## src/rtl/core/pfc_pkg.sv

```systemverilog
// shared types and constants for the print format checker
`default_nettype none

package pfc_pkg;

  localparam int unsigned FORMAT_ROOM = 64;
  localparam int unsigned CNT_W       = 10;
  localparam int unsigned MAX_BYTES   = 4;

  localparam logic [7:0] CH_NUL     = 8'h00;
  localparam logic [7:0] CH_PERCENT = 8'h25;
  localparam logic [7:0] CH_ELL     = 8'h6c;
  localparam logic [7:0] CH_HASH    = 8'h23;
  localparam logic [7:0] CH_DOT     = 8'h2e;
  localparam logic [7:0] CH_MINUS   = 8'h2d;
  localparam logic [7:0] CH_PLUS    = 8'h2b;
  localparam logic [7:0] CH_SPACE   = 8'h20;
  localparam logic [7:0] CH_ZERO    = 8'h30;
  localparam logic [7:0] CH_NINE    = 8'h39;

  localparam logic [1:0] PH_LITERAL = 2'd0;
  localparam logic [1:0] PH_PERCENT = 2'd1;
  localparam logic [1:0] PH_CONV    = 2'd2;

  localparam logic [1:0] KIND_NONE = 2'd0;
  localparam logic [1:0] KIND_INT  = 2'd1;
  localparam logic [1:0] KIND_REAL = 2'd2;

  typedef struct packed {
    logic [MAX_BYTES-1:0][7:0] bytes;
    logic [2:0]                nb;
    logic                      verdict;
    logic [1:0]                kind;
  } run_t;

endpackage

`default_nettype wire

```

## src/rtl/core/pfc_scan.sv

```systemverilog
// scan state and per-byte decode into a run of results
`default_nettype none

module pfc_scan (
  input  wire logic          clk,
  input  wire logic          rst_n,
  input  wire logic          accept,
  input  wire logic [7:0]    format_char,
  input  wire logic          last_of_format,
  output pfc_pkg::run_t      run
);
  import pfc_pkg::*;

  logic [1:0] phase_r, phase_nxt;
  logic [1:0] kind_r, kind_nxt;
  logic       refused_r, refused_nxt;
  logic [7:0] written_r, written_nxt;

  logic [CNT_W-1:0] wcnt;
  logic             conv_en;
  logic             room1, room2;
  run_t             run_c;

  always_comb begin
    phase_nxt   = phase_r;
    kind_nxt    = kind_r;
    refused_nxt = refused_r;
    run_c       = '0;
    wcnt        = CNT_W'(written_r);
    conv_en     = 1'b0;

    room1 = (wcnt + CNT_W'(1)) < CNT_W'(FORMAT_ROOM);
    room2 = (wcnt + CNT_W'(2)) < CNT_W'(FORMAT_ROOM);

    if (!refused_r) begin
      case (phase_r)
        PH_LITERAL: begin
          if (format_char == CH_NUL) begin
            refused_nxt = 1'b1;
          end else if (format_char == CH_PERCENT) begin
            phase_nxt = PH_PERCENT;
          end else if (!room1) begin
            refused_nxt = 1'b1;
          end else begin
            run_c.bytes[0] = format_char;
            run_c.nb       = 3'd1;
          end
        end
        PH_PERCENT: begin
          if (format_char == CH_PERCENT) begin
            if (!room2) begin
              refused_nxt = 1'b1;
            end else begin
              run_c.bytes[0] = CH_PERCENT;
              run_c.bytes[1] = CH_PERCENT;
              run_c.nb       = 3'd2;
              phase_nxt      = PH_LITERAL;
            end
          end else if (kind_r != KIND_NONE || !room1) begin
            refused_nxt = 1'b1;
          end else begin
            run_c.bytes[0] = CH_PERCENT;
            run_c.nb       = 3'd1;
            phase_nxt      = PH_CONV;
            conv_en        = 1'b1;
          end
        end
        default: begin
          conv_en = 1'b1;
        end
      endcase
    end

    wcnt  = CNT_W'(written_r) + CNT_W'(run_c.nb);
    room1 = (wcnt + CNT_W'(1)) < CNT_W'(FORMAT_ROOM);
    room2 = (wcnt + CNT_W'(2)) < CNT_W'(FORMAT_ROOM);

    if (conv_en) begin
      if (format_char inside {[CH_ZERO:CH_NINE], CH_MINUS, CH_PLUS, CH_SPACE,
                              CH_HASH, CH_DOT}) begin
        if (room1) begin
          run_c.bytes[run_c.nb[1:0]] = format_char;
          run_c.nb = run_c.nb + 3'd1;
        end else begin
          refused_nxt = 1'b1;
        end
      end else if (format_char inside {"d", "i", "o", "u", "x", "X"}) begin
        kind_nxt = KIND_INT;
        if (!room2) begin
          refused_nxt = 1'b1;
        end else begin
          run_c.bytes[run_c.nb[1:0]]          = CH_ELL;
          run_c.bytes[run_c.nb[1:0] + 2'd1]   = CH_ELL;
          if ((wcnt + CNT_W'(3)) < CNT_W'(FORMAT_ROOM)) begin
            run_c.bytes[run_c.nb[1:0] + 2'd2] = format_char;
            run_c.nb  = run_c.nb + 3'd3;
            phase_nxt = PH_LITERAL;
          end else begin
            run_c.nb    = run_c.nb + 3'd2;
            refused_nxt = 1'b1;
          end
        end
      end else if (format_char inside {"f", "F", "e", "E", "g", "G", "a", "A"}) begin
        kind_nxt = KIND_REAL;
        if (room1) begin
          run_c.bytes[run_c.nb[1:0]] = format_char;
          run_c.nb  = run_c.nb + 3'd1;
          phase_nxt = PH_LITERAL;
        end else begin
          refused_nxt = 1'b1;
        end
      end else begin
        refused_nxt = 1'b1;
      end
    end

    written_nxt = written_r + 8'(run_c.nb);

    if (last_of_format) begin
      run_c.verdict = 1'b1;
      run_c.kind    = (refused_nxt || phase_nxt != PH_LITERAL) ? KIND_NONE : kind_nxt;
      phase_nxt     = PH_LITERAL;
      kind_nxt      = KIND_NONE;
      refused_nxt   = 1'b0;
      written_nxt   = 8'd0;
    end
  end

  assign run = run_c;

  always_ff @(posedge clk) begin
    if (!rst_n) begin
      phase_r   <= PH_LITERAL;
      kind_r    <= KIND_NONE;
      refused_r <= 1'b0;
      written_r <= 8'd0;
    end else if (accept) begin
      phase_r   <= phase_nxt;
      kind_r    <= kind_nxt;
      refused_r <= refused_nxt;
      written_r <= written_nxt;
    end
  end

endmodule

`default_nettype wire

```

## config.mk

```make
export PLATFORM = sky130hd
export DESIGN_NAME = pfc_scan
export DESIGN_NICKNAME = d
export VERILOG_FILES = /design/src/rtl/core/pfc_pkg.sv /design/src/rtl/core/pfc_scan.sv
export SDC_FILE = /design/constraint.sdc
export NUM_CORES = 1
export LEC_CHECK = 0
export BUFFER_PORTS_ARGS = -buffer_cell sky130_fd_sc_hd__buf_2
export CORE_ASPECT_RATIO = 0.8
export CORE_MARGIN = 10
export CORE_UTILIZATION = 49
export CTS_BUF_LIST = sky130_fd_sc_hd__clkbuf_8
export CTS_CLUSTER_SIZE = 20
export DETAILED_ROUTE_END_ITERATION = 16
export PLACE_DENSITY_LB_ADDON = 0.15
export SYNTH_ARGS = -nofsm -noshare
export SYNTH_HDL_FRONTEND = slang
export SYNTH_SLANG_ARGS = --single-unit
```

## constraint.sdc

```tcl
create_clock -name clk -period 11.7 [get_ports clk]
set_input_delay 0.585 -clock clk [delete_from_list [all_inputs] [get_ports clk]]
set_output_delay 0.585 -clock clk [all_outputs]
set_load 0.05 [all_outputs]
```

* Yosys cells after proc, flatten, opt, wreduce, memory -nomap -nowiden
Cells that the tools add are included.
W data, S select, Z words.
** Word-level totals
- Word-level logic and storage cells :: 139
- Register bits :: 13
- Input bits :: 12
** Cells by class
- Bitwise logic cells :: 6
- Add/subtract/negate cells :: 12
- Mux-type cells :: 69
- Equality and inequality tests :: 21
- Reduce and logical (&&, ||, !) cells :: 14
- Order comparisons :: 13
** Operator list (count)
- $mux W35 :: 6
- $eq A8 B7 Y1 const B :: 14
- $bwmux W32 :: 2
- $demux W8 S2 :: 3
- $eq A8 B6 Y1 const B :: 6
- $mux W8 :: 6
- $mux W11 :: 4
- $mux W2 :: 20
- $mux W32 :: 1
- $not A16 Y16 :: 2
- $lt A10 B7 Y1 const B :: 3
- $pmux W11 S2 :: 1
- $add A9 B2 Y10 const B :: 2
- $mux W19 :: 1
- $lt A9 B7 Y1 const B :: 2
- $mux W1 :: 18
- $mux W17 :: 1
- $and A16 B16 Y16 :: 1
- $and A8 B16 Y16 :: 1
- $or A16 B16 Y16 :: 1
- $or A8 B16 Y16 :: 1
- $reduce_bool A6 Y1 :: 2
- $add A9 B1 Y10 const B :: 1
- $add A8 B1 Y9 const B :: 1
- other kinds (23) :: 35

* Longest topological paths before layout
Gate-level depths: netlist (run 1).
- Depth after elaboration :: 23
- Gate-level depth with buffers :: 22
- Gate-level depth less buffers :: 21

* Least setup slack after synthesis (run 1)
OpenSTA, ideal clock, no wires.
- Path type :: input to register
- Start :: input format_char[4]
- End :: register written_r[6]
- Data arrival time :: 5934 ps
- Stages on the path :: 18
- Setup slack :: 5696 ps
- Data required time :: 11630 ps
- Setup time :: 70 ps
- Buffers on the path :: 1
- Cell sequence :: buf_2 -> nor2_1 -> nand4_1 -> nor4b_2 -> inv_1 -> fa_1 -> o41ai_4 -> o21ai_4 -> nor2_1 -> o21ai_0 -> xnor2_1 -> ha_1 -> inv_1 -> fa_1 -> nor2b_1 -> o211ai_1 -> or3_1 -> a21oi_1
** RTL lines
- from (decl) :: RTL line pfc_scan.sv:8 : input wire logic [7:0] format_char,
- to (signal assigned) :: RTL line pfc_scan.sv:141 : written_r <= written_nxt;
- to (decl) :: RTL line pfc_scan.sv:17 : logic [7:0] written_r, written_nxt;

* Final worst setup path (run 1)
- Start :: input format_char[0]
- End :: register written_r[6]
** Between the ends
- Longest elaborated chain between the ends :: 15
- Elaborated cells between the ends (all ways) :: 54
- Classes of those cells :: add/sub: 8; order compare: 5; eq/ne: 20; mux: 16; reduce/logical: 5
** Ends and longest elaborated chain
- $eq A8 B6 Y1 :: RTL line pfc_scan.sv:40, pfc_scan.sv:50
- $mux W11 :: RTL line pfc_scan.sv:40 : end else if (format_char == CH_PERCENT) begin
- $mux W11 :: RTL line pfc_scan.sv:38 : if (format_char == CH_NUL) begin
- $pmux W11 S2 :: RTL line pfc_scan.sv:36 : case (phase_r)
- $mux W19 :: RTL line pfc_scan.sv:35 : if (!refused_r) begin
- $add A8 B3 Y9 :: RTL line pfc_scan.sv:74 : wcnt = CNT_W'(written_r) + CNT_W'(run_c.nb);
- $add A9 B1 Y10 or $add A9 B2 Y10 (tied branches) :: RTL line pfc_scan.sv:75, pfc_scan.sv:94
- $lt A10 B7 Y1, on equally long branches :: RTL line pfc_scan.sv:75, pfc_scan.sv:94
- $mux W35 or $mux W3 (tied branches) :: RTL line pfc_scan.sv:81, pfc_scan.sv:105, pfc_scan.sv:94
- $mux W35, on equally long branches :: RTL line pfc_scan.sv:103, pfc_scan.sv:89
- $mux W35 :: RTL line pfc_scan.sv:87 : end else if (format_char inside {"d", "i", "o", "u", "x", "X"}) begin
- $mux W35 :: RTL line pfc_scan.sv:79 : if (format_char inside {[CH_ZERO:CH_NINE], CH_MINUS, CH_PLUS, CH_SPACE,
- $mux W35 (*) :: RTL line pfc_scan.sv:78 : if (conv_en) begin
- $add A8 B3 Y8 (*) :: RTL line pfc_scan.sv:117 : written_nxt = written_r + 8'(run_c.nb);
- $mux W8 (*) :: RTL line pfc_scan.sv:119 : if (last_of_format) begin
Every way passes the cells marked *; elsewhere a longest branch is shown, timed or not.
A chain may end at the register's enable or synchronous reset.

==> key figures, run 1 <==
STA
  – Relative slew slack: ~41%
  – Final hold viol count: 0
  – Final period util: a little over 50%
  – Setup TNS: 0 ns
  – Pins Over Slew Limit: 0
  – RSZ-0062 raised after global routing: false
  – Worst setup margin: 5.812 ns
  – FMAX: between 0.15 and 0.2 GHz
  – Worst Tran Pin Value: approximately 0.9 ns
  – Fin crit period: ~5.9 ns
  – Skew final: 0.001924 ns
  – # setup viols final: 0

Die
  – Chip Width: 92.40 microns
  – Die Area: ~0.0072 sq mm
  – Row count: 20
  – Initial Utilization: 52.29%
  – Core area: between 0.003 and 0.004 sq mm
  – Die height: between 70 and 80 microns
  – Number of top-level pins: 50

Placement
  – DP Wirelength: 5068 microns
  – Port Buffer Count: 46
  – Final Wtd Congestion: approximately 0.92
  – Pre-CTS setup slack: 5.665 ns
  – Dpl cells: ~370

Power
  – Total power: 117.9 uW
  – Leakage Power: around 0.00097 uW
  – Pwr/cell area: 51.04 mW/mm^2
  – Maximum vdd drop: between 0.05 and 0.06 mV

Critical path
  – Crit path max fanout: 15
  – R2r startpoint: phase_r[0]
  – Critical path destination: written_r[6]
  – Reg2reg setup slack: 5.83 ns
  – RR Endpoint: written_r[6]
  – Worst Path Required: about 12 ns
  – Worst EP arrival: 6.06 ns
  – Critical path endpoint category: register
  – Setup crit start kind: input pin
  – Crit path from: format_char[0]
  – Worst reg-to-reg path cell count: 20
  – CP Class: in -> reg

Clock network
  – Cts bufs inserted: 3
  – H-tree depth: 1
  – TritonCTS Sinks: 13
  – CTS resizes: 0
  – Clock Tree Root: clkbuf_8
  – CTS tree: done
  – Clock tree buffer depth: 2
  – Clock slew at reported path FFs: roughly 0.06 ns
  – Skew-Pair Late Insertion Delay: roughly 0.24 ns
  – Post-CTS Setup Inserts: 0
  – # hold bufs at CTS: 0

Synth
  – Mapped Avg Cell Area: 7.417 sq um
  – Ys flop type: dfxtp_1
  – Total of warnings raised by yosys: 0
  – Synth top area share: 12.67%
  – Part of the Yosys area used for sequential elements: about an eighth
  – Post-synthesis cell count: 277
  – Largest cells by area after synthesis: dfxtp_1 13%, ha_1 6.1%, nor2_1 6.0%
  – Seq cells post-synth: 13
  – Async SR Flop Fraction: 0%
  – Mapped Area: about 0.002 sq mm
  – Cell variety after synth: 75
  – EDFF count, synth: 0
  – Post-synth top area cell: dfxtp_1

Layout
  – Multi-input gate area: between 0.0015 and 0.002 sq mm
  – Most common cell after layout, fill and taps aside: buf_2
  – Area Growth Syn to Fin: 12.42%
  – Register area: between 200 and 300 sq um
  – Commonest non-fill, non-tap cells in the layout: 46 x buf_2, 33 x nor2_1, 23 x a21oi_1, 20 x inv_1, 19 x nand2_1
  – Share of layout cells above drive strength 1: 24.37%
  – Fill cell total of the finished layout: 392
  – Final Non-Filler Cells: 371
  – Antenna diode instance count: 0
  – Final Net Count: between 300 and 400

Global route
  – Largest net degree at the start of global routing: 20
  – Vias in the first global route: between 2000 and 2500
  – Global-route wire length before repair: 10480 microns
  – Initial antenna violation count: 0
  – GR Overflow Total: 0
  – GRT Total Usage: approximately 17%

Drt
  – TritonRoute pass-1 iters: 5
  – Wire per inst: about 17 microns
  – DRC: 0
  – Initial drt markers: about 210
  – Post-DR vias/cell: between 6 and 7
  – Vias: about 2200
  – DRT antenna net count: 0
  – Final WL: ~6400 microns

Job
  – Max cap viols: 0

Worst hold path
  – Hold path cells: 2
  – Min-Delay Path Class: reg -> reg

Outcome
  – Status: complete, no violations
==> Yosys cell counts (all sizes together), types with 2 or more instances <==
library cell / count
o21ai: 21
and4: 2
a21o: 5
nand2: 19
a21oi: 24
dfxtp: 13
a22oi: 2
inv: 19
ha: 10
or3b: 2
nand4: 5
or3: 2
nor4b: 3
o21a: 3
mux2i: 2
or2: 4
o31ai: 2
and2: 9
fa: 2
xor2: 3
o32ai: 3
a211oi: 2
o31a: 2
o211ai: 9
buf: 11
and4b: 3
nor4: 5
a31oi: 4
clkbuf: 2
xnor2: 2
nor2b: 10
o211a: 2
nor3b: 3
nor3: 11
nor2: 33
nand2b: 2
a21boi: 2
nand3: 3
==> routing by layer <==
| layer | vias up | share of wire [%] | GRT usage, % |
|---|---|---|---|
| met5 | - | 0 | 0 |
| met4 | 0 | 0.27 | 1.385 |
| met3 | 2 | 8.5 | 3.654 |
| met2 | 104 | 43 | 25.49 |
| met1 | 1044 | 48 | 24.78 |
| li1 | 1096 | - | - |
==> stage by stage <==
stage,instance area (sq um),hold WS [ns],util (%)
after floorplan,2062,0.4466,-
after global placement,2265,0.4685,57.64
after detailed placement,2265,0.4807,57.64
after CTS,2310,0.4886,58.79
after global routing,2310,0.5398,58.79
final,2310,0.4778,58.79
==> cell type report <==
type / count / area share (%)
Tap cell: 55 / 2.979
Multi-Input combinational cell: 234 / 70.75
Inverter: 19 / 3.088
Clock buffer: 3 / 1.788
Timing Repair Buffer: 46 / 9.967
Clock inverter: 1 / 0.1625
Sequential cell: 13 / 11.27
==> cells by family after synthesis <==
logic type      count (synthesis)  synth area share (%)
xor+xnor                        5                 2.132
buf+inv                        32                 8.161
flops                          13                 12.67
compound gates                 91                 32.46
other cells                     1                0.1825
fa+ha+maj                      13                 8.526
mux                             2                0.9745
simple gates                  120                 34.90
==> worst max-delay path: stages <==
cell,delay (ns)
buf_2,0.22
nor2b_1,0.25
nand4_1,0.18
nor4b_2,0.83
inv_1,0.34
fa_1,0.57
nor4b_1,0.40
a21oi_2,0.15
nor3_2,0.44
nor2_1,0.19
o21ai_0,0.25
xnor2_1,0.19
ha_1,0.22
inv_1,0.05
fa_1,0.37
nor2b_1,0.18
o211ai_1,0.15
or3_1,0.33
a21oi_1,0.13
==> report_power, final <==
group,switching [uW],internal (uW),leakage (uW)
Clock,16.2,23.2,0.0000269
Sequential,0.436,44.6,0.000105
Combinational,24.4,9.01,0.000842
Total,41.1,76.8,0.000973
==> worst min path at each step <==
stage / startpoint / end / slack (ns)
floorplan: kind_r[0] / kind_r[0] / 0.45
global placement: kind_r[0] / kind_r[0] / 0.47
detailed placement: kind_r[0] / kind_r[0] / 0.48
CTS: kind_r[0] / kind_r[0] / 0.49
global route: kind_r[0] / kind_r[0] / 0.54
finish: kind_r[0] / kind_r[0] / 0.48
==> sequential cells by signal (all words and copies together) (netlist names) <==
register,count
phase_r,2
written_r,8
refused_r,1
kind_r,2
(Power assumes the default switching activity.)
==> run 2: changes to the inputs <==
- clock period: 11.7 -> 5.75 ns (I/O delays scaled with it)
==> run 2 against run 1 <==
Power up 110%. Largest power group unchanged. Flip-flop and latch count unchanged. Clock power increased by 110%. Critical endpoint unchanged. First-iteration DRC count is 0.96% lower. Largest cell class unchanged. Worst setup slack lost 5.3 ns. Register-to-register slack worse by 5.3 ns.
==> key figures, run 2 (synthesis gave the netlist of run 1 again) <==
STA
  – Skew final: 0.002998 ns (was 0.001924 ns)
  – Setup TNS: 0 ns (unchanged)
  – Final hold viol count: 0 (unchanged)
  – Worst Tran Pin Value: 0.7636 ns (was 0.8866 ns)
  – Relative slew slack: 48.75% (was 40.74%)
  – RSZ-0062 raised after global routing: false (unchanged)
  – Fin crit period: 5.238 ns
  – Pins Over Slew Limit: 0 (unchanged)
  – Final period util: around 91%
  – FMAX: approximately 0.19 GHz
  – # setup viols final: 0 (unchanged)

Critical path
  – Worst reg-to-reg path cell count: 20 (unchanged)
  – CP Class: reg -> reg (was in -> reg)
  – Critical path destination: written_r[6] (unchanged)
  – Worst Path Required: 5.93 ns (was 11.87 ns)
  – Critical path endpoint category: register (unchanged)
  – Reg2reg setup slack: 0.51 ns (was 5.83 ns)
  – RR Endpoint: written_r[6] (unchanged)
  – Setup crit start kind: register (was input pin)
  – Crit path from: phase_r[0] (was format_char[0])
  – Worst EP arrival: 5.42 ns (was 6.06 ns)
  – R2r startpoint: phase_r[0] (unchanged)
  – Crit path max fanout: 9 (was 15)

Drt
  – Post-DR vias/cell: 6.190 (was 6.054)
  – DRT antenna net count: 0 (unchanged)
  – Final WL: 6573 microns (was 6405 microns)
  – TritonRoute pass-1 iters: 5 (unchanged)
  – DRC: 0 (unchanged)
  – Vias: 2309 (was 2246)
  – Wire per inst: 17.62 microns (was 17.26 microns)
  – Initial drt markers: 206 (was 208)

Global route
  – Vias in the first global route: 2116 (was 2049)
  – Largest net degree at the start of global routing: 20 (unchanged)
  – Global-route wire length before repair: 10540 microns (was 10480 microns)
  – Initial antenna violation count: 0 (unchanged)
  – GR Overflow Total: 0 (unchanged)
  – GRT Total Usage: 17.13% (was 16.96%)

Job
  – Max cap viols: 0 (unchanged)

Die
  – Number of top-level pins: 50 (unchanged)
  – Chip Width: 92.40 microns (unchanged)
  – Row count: 20 (unchanged)
  – Initial Utilization: 52.29% (unchanged)
  – Die height: 77.92 microns (unchanged)
  – Core area: 0.003929 sq mm (unchanged)
  – Die Area: 0.007199 sq mm (unchanged)

Layout
  – Share of layout cells above drive strength 1: 25.16% (was 24.37%)
  – Final Non-Filler Cells: 373 (was 371)
  – Max reg flops: 8 (unchanged)
  – Antenna diode instance count: 0 (unchanged)
  – Biggest register: written_r (unchanged)
  – Most common cell after layout, fill and taps aside: buf_2 (unchanged)
  – Area Growth Syn to Fin: 13.82% (was 12.42%)
  – Commonest non-fill, non-tap cells in the layout: 46 x buf_2, 33 x nor2_1, 23 x a21oi_1, 20 x inv_1, 19 x nand2_1 (unchanged)
  – Final Net Count: 343 (was 341)
  – Largest regs: written_r (8), kind_r (2), phase_r (2) (unchanged)

Placement
  – Port Buffer Count: 46 (unchanged)
  – Dpl cells: 369 (was 367)
  – Final Wtd Congestion: 0.9457 (was 0.9210)
  – DP Wirelength: 5043 microns (was 5068 microns)

Worst hold path
  – Hold path cells: 3 (was 2)
  – Hold_sp: rst_n (was kind_r[0])
  – Min-Delay Path Class: in -> reg (was reg -> reg)

Clock network
  – Skew-Pair Late Insertion Delay: 0.25 ns (was 0.24 ns)
  – TritonCTS Sinks: 13 (unchanged)
  – CTS tree: done (unchanged)
  – # hold bufs at CTS: 0 (unchanged)
  – Clock slew at reported path FFs: 0.06 ns (about the same)
  – CTS resizes: 0 (unchanged)
  – Cts bufs inserted: 3 (unchanged)
  – H-tree depth: 1 (unchanged)
  – Post-CTS Setup Inserts: 0 (unchanged)
  – Clock Tree Root: clkbuf_8 (unchanged)
  – Clock tree buffer depth: 2 (unchanged)

Power
  – Pwr/cell area: 103.9 mW/mm^2 (was 51.04 mW/mm^2)
  – Maximum vdd drop: 0.1447 mV (was 0.05936 mV)
  – Leakage Power: 0.0009887 uW (was 0.0009733 uW)

Outcome
  – Status: complete, no violations (unchanged)
[run 2: worst max-delay path, stage by stage, from the launching register on]
cell,delay [ns]
dfxtp_1,0.40
or3b_4,0.44
nor3_4,0.23
nand3_1,0.19
o21ai_0,0.28
ha_1,0.22
inv_1,0.05
fa_1,0.45
nor4b_1,0.37
a21oi_2,0.16
nor3_4,0.33
nor2_1,0.17
o21ai_0,0.32
xnor2_2,0.16
ha_1,0.19
inv_1,0.05
fa_1,0.37
nor2b_1,0.16
o211ai_1,0.14
or3_1,0.34
a21oi_1,0.14
[run 2: power breakdown]
group / internal, uW / switching (uW) / total (uW)
registers: 90.7 / 0.957 / 91.7
logic: 18.5 / 50.3 / 68.7
clock network: 47.3 / 35.4 / 82.6
[run 2: final cells by class]
cell class | instances | area (sq um)
well taps | 55 | 68.82
flip-flops and latches | 13 | 260.3
clock buffers | 3 | 41.29
clock inverters | 1 | 3.754
repair buffers | 48 | 245.2
fillers | 400 | 1590
multi-input cells | 234 | 1648
inverters | 19 | 71.32
[run 2: metal layers]
layer	wire length [microns]	global-route usage, %	vias up
li1	-	-	1095
met1	3139	24.70	1094
met2	2887	25.00	110
met3	515	4.038	10
met4	30	3.385	0
met5	0	0	-
[run 2: metrics by stage]
step / area [sq um] / utilization, % / worst slack (ns) / power [uW] / hold WS, ns
after floorplan: 2069 / - / 0.08776 / 145.6 / 0.4013
after global placement: 2287 / 58.22 / 0.6373 / 160.4 / 0.4608
after detailed placement: 2287 / 58.22 / 0.4612 / 160.7 / 0.4616
after CTS: 2332 / 59.36 / 0.4353 / 241.5 / 0.3464
after global routing: 2338 / 59.52 / 0.07361 / 255.3 / 0.3687
final: 2338 / 59.52 / 0.5121 / 243.0 / 0.3448
[run 2: worst min path at each step]
stage | end | slack, ns
3_5_place_dp | kind_r[0] | 0.46
4_1_cts | kind_r[1] | 0.35
5_1_grt | kind_r[1] | 0.37
6_report | kind_r[1] | 0.34
3_3_place_gp | kind_r[0] | 0.46
2_1_floorplan | kind_r[1] | 0.40
